### config.mk
export PLATFORM = sky130hd
export DESIGN_NAME = npcl_cell
export DESIGN_NICKNAME = d
export VERILOG_FILES = /design/src/rtl/npcl_pkg.sv /design/src/rtl/npcl_cell.sv
export SDC_FILE = /design/constraint.sdc
export NUM_CORES = 1
export LEC_CHECK = 0
export BUFFER_PORTS_ARGS = -buffer_cell sky130_fd_sc_hd__buf_2
export CORE_ASPECT_RATIO = 0.8
export CORE_MARGIN = 1.5
export CORE_UTILIZATION = 35
export CTS_BUF_LIST = sky130_fd_sc_hd__clkbuf_8
export CTS_CLUSTER_SIZE = 20
export DETAILED_ROUTE_END_ITERATION = 16
export PLACE_DENSITY = 0.56
export SLEW_MARGIN = 20
export SYNTH_ARGS = -nofsm -noshare
export SYNTH_HDL_FRONTEND = slang
export SYNTH_SLANG_ARGS = --single-unit
### constraint.sdc
create_clock -name clk -period 9.85 [get_ports clk]
set_input_delay 1.97 -clock clk [delete_from_list [all_inputs] [get_ports clk]]
set_output_delay 1.97 -clock clk [all_outputs]
set_load 0.01 [all_outputs]
### src/rtl/npcl_pkg.sv
package npcl_pkg;

  localparam int MAX_COLORS = 256;
  localparam int SLOT_LIMIT = 256;
  localparam int SLOTS      = (MAX_COLORS < SLOT_LIMIT) ? MAX_COLORS : SLOT_LIMIT;
  localparam int IDX_W      = $clog2(MAX_COLORS);
  localparam int COUNT_W    = 9;
  localparam int CMP_W      = (IDX_W > COUNT_W) ? IDX_W : COUNT_W;
  localparam int CH_W       = 8;
  localparam int COLOR_W    = 8;
  localparam int DIST_W     = 18;
  localparam int SQ_W       = 2 * CH_W;

  typedef enum logic {
    MODE_LOAD = 1'b0,
    MODE_MAP  = 1'b1
  } mode_t;

  typedef enum logic [0:0] {
    REG_COLOR_COUNT   = 1'b0,
    REG_CHANNEL_COUNT = 1'b1
  } reg_idx_t;

  typedef struct packed {
    mode_t               mode;
    logic [COLOR_W-1:0]  entry_index;
    logic [CH_W-1:0]     ch0;
    logic [CH_W-1:0]     ch1;
    logic [CH_W-1:0]     ch2;
    logic [COLOR_W-1:0]  best_idx;
    logic [DIST_W-1:0]   best_dist;
    logic                pend_vld;
    logic [COLOR_W-1:0]  pend_idx;
    logic [DIST_W-1:0]   pend_dist;
  } beat_t;

  typedef struct packed {
    logic               adv;
    logic [COUNT_W-1:0] eff_count;
    logic [2:0]         ch_en;
  } ctrl_t;

endpackage

### src/rtl/npcl_cell.sv
module npcl_cell (
  input  logic                        clk,
  input  logic                        rst_n,
  input  npcl_pkg::ctrl_t             ctrl,
  input  logic [npcl_pkg::IDX_W-1:0]  cell_idx,
  input  logic                        in_vld,
  input  npcl_pkg::beat_t             in_beat,
  output logic                        out_vld,
  output npcl_pkg::beat_t             out_beat
);

  logic [npcl_pkg::CH_W-1:0]   entry0_r, entry1_r, entry2_r;
  logic                        out_vld_r;
  npcl_pkg::beat_t             out_beat_r;
  npcl_pkg::beat_t             beat_nxt;
  logic [npcl_pkg::CH_W-1:0]   d0, d1, d2;
  logic [npcl_pkg::SQ_W-1:0]   s0, s1, s2;
  logic                        better;
  logic                        hit;
  logic                        part;

  assign hit = in_vld && (in_beat.mode == npcl_pkg::MODE_LOAD) &&
               (npcl_pkg::CMP_W'(in_beat.entry_index) == npcl_pkg::CMP_W'(cell_idx));
  assign part = npcl_pkg::CMP_W'(cell_idx) < npcl_pkg::CMP_W'(ctrl.eff_count);

  always_comb begin
    d0 = (in_beat.ch0 >= entry0_r) ? in_beat.ch0 - entry0_r : entry0_r - in_beat.ch0;
    d1 = (in_beat.ch1 >= entry1_r) ? in_beat.ch1 - entry1_r : entry1_r - in_beat.ch1;
    d2 = (in_beat.ch2 >= entry2_r) ? in_beat.ch2 - entry2_r : entry2_r - in_beat.ch2;
    s0 = ctrl.ch_en[0] ? npcl_pkg::SQ_W'(d0) * npcl_pkg::SQ_W'(d0) : '0;
    s1 = ctrl.ch_en[1] ? npcl_pkg::SQ_W'(d1) * npcl_pkg::SQ_W'(d1) : '0;
    s2 = ctrl.ch_en[2] ? npcl_pkg::SQ_W'(d2) * npcl_pkg::SQ_W'(d2) : '0;
    better = in_beat.pend_vld && (in_beat.pend_dist < in_beat.best_dist);
    beat_nxt = in_beat;
    if (better) begin
      beat_nxt.best_idx  = in_beat.pend_idx;
      beat_nxt.best_dist = in_beat.pend_dist;
    end
    beat_nxt.pend_vld  = part;
    beat_nxt.pend_idx  = npcl_pkg::COLOR_W'(cell_idx);
    beat_nxt.pend_dist = npcl_pkg::DIST_W'(s0) + npcl_pkg::DIST_W'(s1) +
                         npcl_pkg::DIST_W'(s2);
  end

  always_ff @(posedge clk) begin
    if (!rst_n) begin
      out_vld_r <= 1'b0;
    end else if (ctrl.adv) begin
      out_vld_r <= in_vld;
    end
  end

  always_ff @(posedge clk) begin
    if (ctrl.adv) begin
      out_beat_r <= beat_nxt;
    end
    if (ctrl.adv && hit) begin
      entry0_r <= in_beat.ch0;
      entry1_r <= in_beat.ch1;
      entry2_r <= in_beat.ch2;
    end
  end

  assign out_vld  = out_vld_r;
  assign out_beat = out_beat_r;

endmodule

# After elaboration in Yosys (flattened, before gate mapping)
# Index checks and enable logic that the tools add are counted.
[word_totals]
reg_bits = 111
input_bits = 110
elab_cells = 43
[op_classes]
addsub = 8
mul = 3
order_cmp = 5
n_eq_ne = 1
mux = 7
bitwise = 1
n_reduce_logical = 4
[op_table]
columns = ["op", "count"]
rows = [
  ["multiplier 8 x 8 -> 16 bit", 3],
  ["two-way mux 16 bit", 3],
  ["subtractor 8 bit", 6],
  ["two-way mux 26 bit", 1],
  [">= comparator 8 bit", 3],
  ["two-way mux 8 bit", 3],
  ["adder 17 x 16 -> 18 bit", 1],
  ["less-than comparator 18 bit", 1],
  ["adder 16 x 16 -> 17 bit", 1],
  ["less-than comparator 8 x 9 -> 1 bit", 1],
  ["equality test 8 bit", 1],
  ["logical AND 1 bit", 4],
  ["NOT 1 bit", 1],
]

# Logic depth before layout (Yosys ltp)
# Gate-level depths: netlist (run 1).
[depth]
depth_word = 6
mapped_depth = 36

# Worst setup path after synthesis (run 1)
# Ideal clock, no wire load.
[synth_timing]
kind = "input-to-reg"
start = "in in_beat[53] in the netlist's numbering"
end = "reg out_beat_r, in the netlist out_beat[17] (data pin)"
t_arrival_ns = 9.084
t_required_ns = 9.596
slack_ns = 0.512
stages = 31
cell_sequence = "inv_1 -> ha_1 -> inv_1 -> fa_1 -> nand3_1 -> a31oi_1 -> nor2_2 -> mux2i_1 -> xor2_2 -> nand2b_1 -> inv_1 -> fa_1 -> fa_1 -> inv_1 -> fa_1 -> fa_1 -> inv_1 -> ha_1 -> or2_2 -> a21oi_1 -> nor2_1 -> xor2_1 -> nand2_1 -> fa_1 -> inv_1 -> ha_1 -> a211oi_1 -> a31oi_1 -> o41ai_1 -> nor2b_1 -> o21a_1"
[synth_rtl]
columns = ["item", "line", "source"]
rows = [
  ["start: declaration", "npcl_cell.sv:7", "input npcl_pkg::beat_t in_beat,"],
  ["end signal: assignment", "npcl_cell.sv:55", "out_beat_r <= beat_nxt;"],
  ["end: declaration", "npcl_cell.sv:14", "npcl_pkg::beat_t out_beat_r;"],
]

==> impl_metrics.ini, run 1 <==
[timing]
finalSetupViolations = 0
finalHoldViolations = 0
period_minus_slack_ps = 9320
relSlewSlack = 0.308
fin_setup_tns_ps = 0
worst_slack_ps = 526
hold_ws_ps = 497
post-route-period-util = 0.947
fin_skew_ps = 33.0
max_freq_mhz = 107
drv_slew = 0
worstMarginPinSlew_ps = 1040

[floorplan]
io_pins = 197
rows = 63
die_area_sq_um = 38600
initial_core_util = 0.354
dieWidth_microns = 219
core-area_sq_um = 37000
die_h_microns = 176

[finish]
n_fill_cell = 3683
final_area_sq_um = 15100
mostFrequentLayoutCells = inv_1 (252), buf_2 (195), ha_1 (172), nor2_1 (111), edfxtp_1 (110)
final_common_cell = inv_1
layout-drive-gt1-share = 0.182
final_nets = 1991
area_growth_pct = 15.2

[run]
max_cap_viol_count = 0

[synth]
synth.distinct_cells = 67
syn_avg_cell_area_sq_um = 9.32
netlist_instances = 1406
synth_fp_nets = 1783
syn_area_sq_um = 13100
synth-seq-cells = 111
synthArstFlopShare = 0
yosysSeqAreaShare = 0.254
yosys_warnings = 0
synth_edf_count = 110
synth_ff_type = edfxtp_1

[pwr]
p_comb_frac = 0.794
clockPowerShare = 0.063
switching_share = 0.485
p_per_area_nw_per_um2 = 332
total_power_mw = 5.01
p_int_mw = 2.58
leakage_nw = 7.57
seq_power_share = 0.143
p_switching_mw = 2.43
ir_drop_mv = 0.419

[setup_path]
worstPathMaxFanout = 5
path_class = in -> reg
cp-end-kind = register
startpoint_type = input pin
worstPathRequired_ps = 10060
cp_data_arrival_time_ps = 9540

[routing]
vias_per_cell = 5.01
vias = 10556
drt-initial-drc-count = 626
drt_pass1_iterations = 5
post-route-drc-count = 0
wirelength_mm = 31.2
antenna_left = 0
routedWlPerCell_microns = 14.8

[placement]
gp_congestion = 0.848
port_buffers = 196
place_hpwl_mm = 24.8
post_dp_cell_area_sq_um = 14800
place_ws_ps = 10.2

[global_routing]
grt_pass1_vias = 10343
grtUsageTotal = 0.168
antenna_found_initial = 9
grt_max_degree = 54
grt_pass1_wl_mm = 52.0
gr-total-overflow = 0

[clocking]
clk_pin_slew_ps = 130
hold_buffers = 0
cts.sinks = 111
cts_root_buf = clkbuf_8
cts_made_buffers = 9
insertion_delay_ps = 470
clk_path_buf_depth = 2
htree_levels = 3
cts_tree = done

[run_status]
status = finished clean

[worst_hold_path]
hold_path_class = reg -> reg
[what timing repair did]
action,CTS,global route
gates resized for setup,0,1
buffers inserted,0,3
endpoints found under the hold margin,0,0
setup endpoints to repair,0,4
[final cells by class]
class                           count  area [sq um]  share of cell area
Clock buffer                        9           124             0.00821
Clock inverter                      7          91.3             0.00605
Multi-Input combinational cell    996          8650               0.573
Tap cell                          487           609              0.0404
Antenna cell                        3          7.51            0.000497
Timing Repair Buffer              243          1340              0.0885
Inverter                          253           950              0.0629
Sequential cell                   111          3320               0.220
[critical path, cell delays in order]
cell and delay, ps:
buf_2 120, inv_1 60, ha_1 150, inv_1 50
fa_1 390, nand3_1 120, a31oi_1 160, nor2_2 340
mux2i_1 310, xnor2_1 190, or2_2 330, fa_1 530
inv_1 70, fa_1 510, fa_1 540, inv_1 60
fa_1 530, inv_1 40, ha_1 350, a21oi_1 260
a211oi_1 130, or3b_2 470, o31ai_1 370, fa_1 490
ha_1 360, nor2b_1 170, a221oi_1 320, nand2_1 130
[logic make-up after synthesis]
family / count (synthesis) / synth area share
xor+xnor: 80 / 0.0563
buf+inv: 299 / 0.0871
mux: 14 / 0.0109
flops: 111 / 0.254
compound gates: 262 / 0.144
fa+ha+maj: 267 / 0.309
simple gates: 373 / 0.138
[path summary, 6_finish.rpt]
path                            slack [ps]            to   startpoint  depth (start not counted)
worst max-delay path                   530  out_beat[16]  in_beat[53]                         28
worst max register to register        1810  out_beat[16]  entry2_r[3]                         24
worst min-delay path                   500       out_vld      out_vld                          2
worst min register to register         500       out_vld      out_vld                          2
[power by group through the flow]
stage	logic, mW	registers, mW	clock network [mW]
final	3.98	0.716	0.315
after global routing	4.59	0.722	0.347
after CTS	4.01	0.718	0.334
after detailed placement	3.97	0.728	0
after global placement	3.95	0.727	0
after floorplan	2.95	0.763	0
[registers in the layout, summed over array words and instances (netlist names)]
register  count
out_beat     86
out_vld       1
entry2_r      8
entry0_r      8
entry1_r      8
[synthesized netlist by cell type (23+ instances only)]
cell       count  area, sq um
a21o_1        43          323
a21oi_1       57          285
a221oi_1      31          272
and2_1        25          156
and3_1        31          194
clkbuf_1      29          109
edfxtp_1     110         3300
fa_1          95         1900
ha_1         172         2150
inv_1        252          946
nand2_1       70          263
nand3_1       58          290
nor2_1       111          417
o2111ai_1     26          228
o21ai_0       23          115
xnor2_1       46          403
xor2_1        29          254
[stage by stage]
stage           util  instances
2_1_floorplan      -       1406
3_3_place_gp   0.402       2087
3_5_place_dp   0.402       2087
4_1_cts        0.407       2103
5_1_grt        0.408       2108
6_report       0.408       2109
[routing by layer]
metal,track usage,routed length (microns)
met5,0,54
met4,0.0448,327
met1,0.238,15100
met2,0.247,13300
met3,0.0491,2340
No activity file was read; power rests on OpenSTA's default activity.
==> run 2, diff against run 1 <==
--- a/config.mk
+++ b/config.mk
@@ -13,6 +13,8 @@
 export CTS_CLUSTER_SIZE = 20
 export DETAILED_ROUTE_END_ITERATION = 16
 export PLACE_DENSITY = 0.56
+export REMOVE_ABC_BUFFERS = 1
+export SKIP_CTS_REPAIR_TIMING = 1
 export SLEW_MARGIN = 20
 export SYNTH_ARGS = -nofsm -noshare
 export SYNTH_HDL_FRONTEND = slang
==> constraint.sdc (replaced) <==
create_clock -name clk -period 8.15 [get_ports clk]
set_input_delay 1.63 -clock clk [delete_from_list [all_inputs] [get_ports clk]]
set_output_delay 1.63 -clock clk [all_outputs]
set_load 0.01 [all_outputs]
==> impl_metrics.ini, run 2 (synthesized netlist as in run 1, its figures left out) <==
[floorplan]
dieWidth_microns = 219
die_area_sq_um = 38600
die_h_microns = 176
rows = 63
core-area_sq_um = 37000
io_pins = 197
initial_core_util = 0.354

[setup_path]
timing.reg2reg.worst_path_depth = 31
path_class = in -> reg
cp_data_arrival_time_ps = 8660
startpoint_type = input pin
cp_slowest_stage_delay_ps = 550
worstPathRequired_ps = 8390
r2r-start = entry0_r[0]
cp-end-kind = register
reg2reg_to = out_beat[17]
worstPathMaxFanout = 5
r2r_setup_slack_ps = 430
critical-path-slowest-cell = fa_1
worstSetupStartpoint = in_beat[70]
crit_end = out_beat[17]
cp_common_cell = inv_2

[clocking]
insertion_delay_ps = 490
clk_pin_slew_ps = 130
clk_path_buf_depth = 2
cts_root_buf = clkbuf_8
cts_tree = done
cts_made_buffers = 9
htree_levels = 3
cts.sinks = 111

[global_routing]
gr-total-overflow = 0
grt_max_degree = 57
grt_pass1_wl_mm = 55.6
grtUsageTotal = 0.181
antenna_found_initial = 3
grt_pass1_vias = 11343

[timing]
relSlewSlack = 0.336
finalSetupViolations = 4
fin_skew_ps = 26.4
worst_slack_ps = -269
finalHoldViolations = 0
rsz0062_at_grt = yes
drv_slew = 0
post-route-period-util = 1.03
period_minus_slack_ps = 8420
max_freq_mhz = 119
worstMarginPinSlew_ps = 997

[run]
max_cap_viol_count = 0

[finish]
area_growth_pct = 44.3
layout.cells.non_filler = 2396
final_nets = 2276
layout-drive-gt1-share = 0.418
post-route-util = 0.512
final_area_sq_um = 18900
final_common_cell = buf_4
n_fill_cell = 3350
largest_reg_flops = 86
mostFrequentLayoutCells = buf_4 (316), inv_1 (216), buf_2 (187), ha_1 (126), edfxtp_1 (110)

[run_status]
violations = negative setup slack
status = finished, violations left

[pwr]
leakage_nw = 9.15
p_per_area_nw_per_um2 = 467
seq_power_share = 0.098
p_switching_mw = 3.94
p_int_mw = 4.89
switching_share = 0.446
ir_drop_mv = 0.740
p_comb_frac = 0.857
clockPowerShare = 0.045

[routing]
routedWlPerCell_microns = 15.4
m1WireLength_mm = 16.9
wirelength_mm = 36.8
drt_pass1_iterations = 5
drt-initial-drc-count = 535
vias = 11749
post-route-drc-count = 0
vias_per_cell = 4.90
route.met3.wl_mm = 2.46
antenna_left = 0
highest_layer = met5
met2RoutedLength_mm = 17.0

[placement]
dp.cells = 2328
post_dp_cell_area_sq_um = 16700
port_buffers = 196
gp_congestion = 0.873
place_hpwl_mm = 27.5

[worst_hold_path]
hold_path_class = reg -> reg
-- run 2: changes by cell type in the layout (fill, tap and decap cells not counted), moves of 9 or more --
| cell | delta |
|---|---|
| buf_4 | +268 |
| ha_1 | -46 |
| ha_4 | +42 |
| inv_1 | -36 |
| inv_2 | +31 |
| a21oi_1 | -24 |
| a21oi_2 | +24 |
| nor2_1 | -18 |
| buf_6 | +17 |
| fa_1 | -12 |
| fa_2 | +12 |
| nor2_2 | +9 |
| nor2_4 | +9 |
-- run 2: per-stage QoR --
stage	setup TNS, ps	hold slack, ps	setup slack, ps	power (mW)
final	-820	497	-269	8.83
after global routing	-2470	543	-548	9.69
after CTS	-3670	503	-703	7.16
after detailed placement	-8290	482	-1210	6.70
after global placement	-7950	466	-1200	6.67
after floorplan	-4580	500	-908	4.48
-- run 2: cell type report --
class | instances | area, sq um | share of cell area
Inverter | 253 | 962 | 0.0509
Sequential cell | 111 | 3320 | 0.176
Tap cell | 487 | 609 | 0.0322
Timing Repair Buffer | 528 | 3620 | 0.192
Antenna cell | 5 | 12.5 | 0.000661
Clock inverter | 7 | 98.8 | 0.00523
Clock buffer | 9 | 124 | 0.00655
Multi-Input combinational cell | 996 | 10200 | 0.537
-- run 2: worst max-delay path, delay by kind of cell --
kind / cells / cell delay [ps]
AOI/OAI and AO/OA: 9 / 2180
xor gates and xnor gates: 2 / 280
muxes: 1 / 330
buffers and inverters: 11 / 970
adders and majority gates: 8 / 2690
and+or+nand+nor: 6 / 580
-- run 2: how the worst min path moves through the flow --
stage	start	end	slack, ps	depth (start not counted)
floorplan	out_vld	out_vld	500	2
global placement	out_vld	out_vld	470	2
global route	out_vld	out_vld	540	2
CTS	out_vld	out_vld	500	2
finish	out_vld	out_vld	500	2
detailed placement	out_vld	out_vld	480	2
-- run 2: layer usage --
layer | GRT usage | vias up
met5 | 0 | -
met4 | 0.0402 | 2
met3 | 0.0568 | 31
met2 | 0.281 | 281
met1 | 0.245 | 5615
li1 | - | 5820
-- run 2: power by group through the flow --
stage | clock network [mW] | registers, mW | logic [mW]
4_1_cts | 0.419 | 0.867 | 5.87
3_3_place_gp | 0 | 0.878 | 5.79
3_5_place_dp | 0 | 0.879 | 5.82
2_1_floorplan | 0 | 0.922 | 3.55
6_report | 0.399 | 0.865 | 7.57
5_1_grt | 0.433 | 0.874 | 8.38
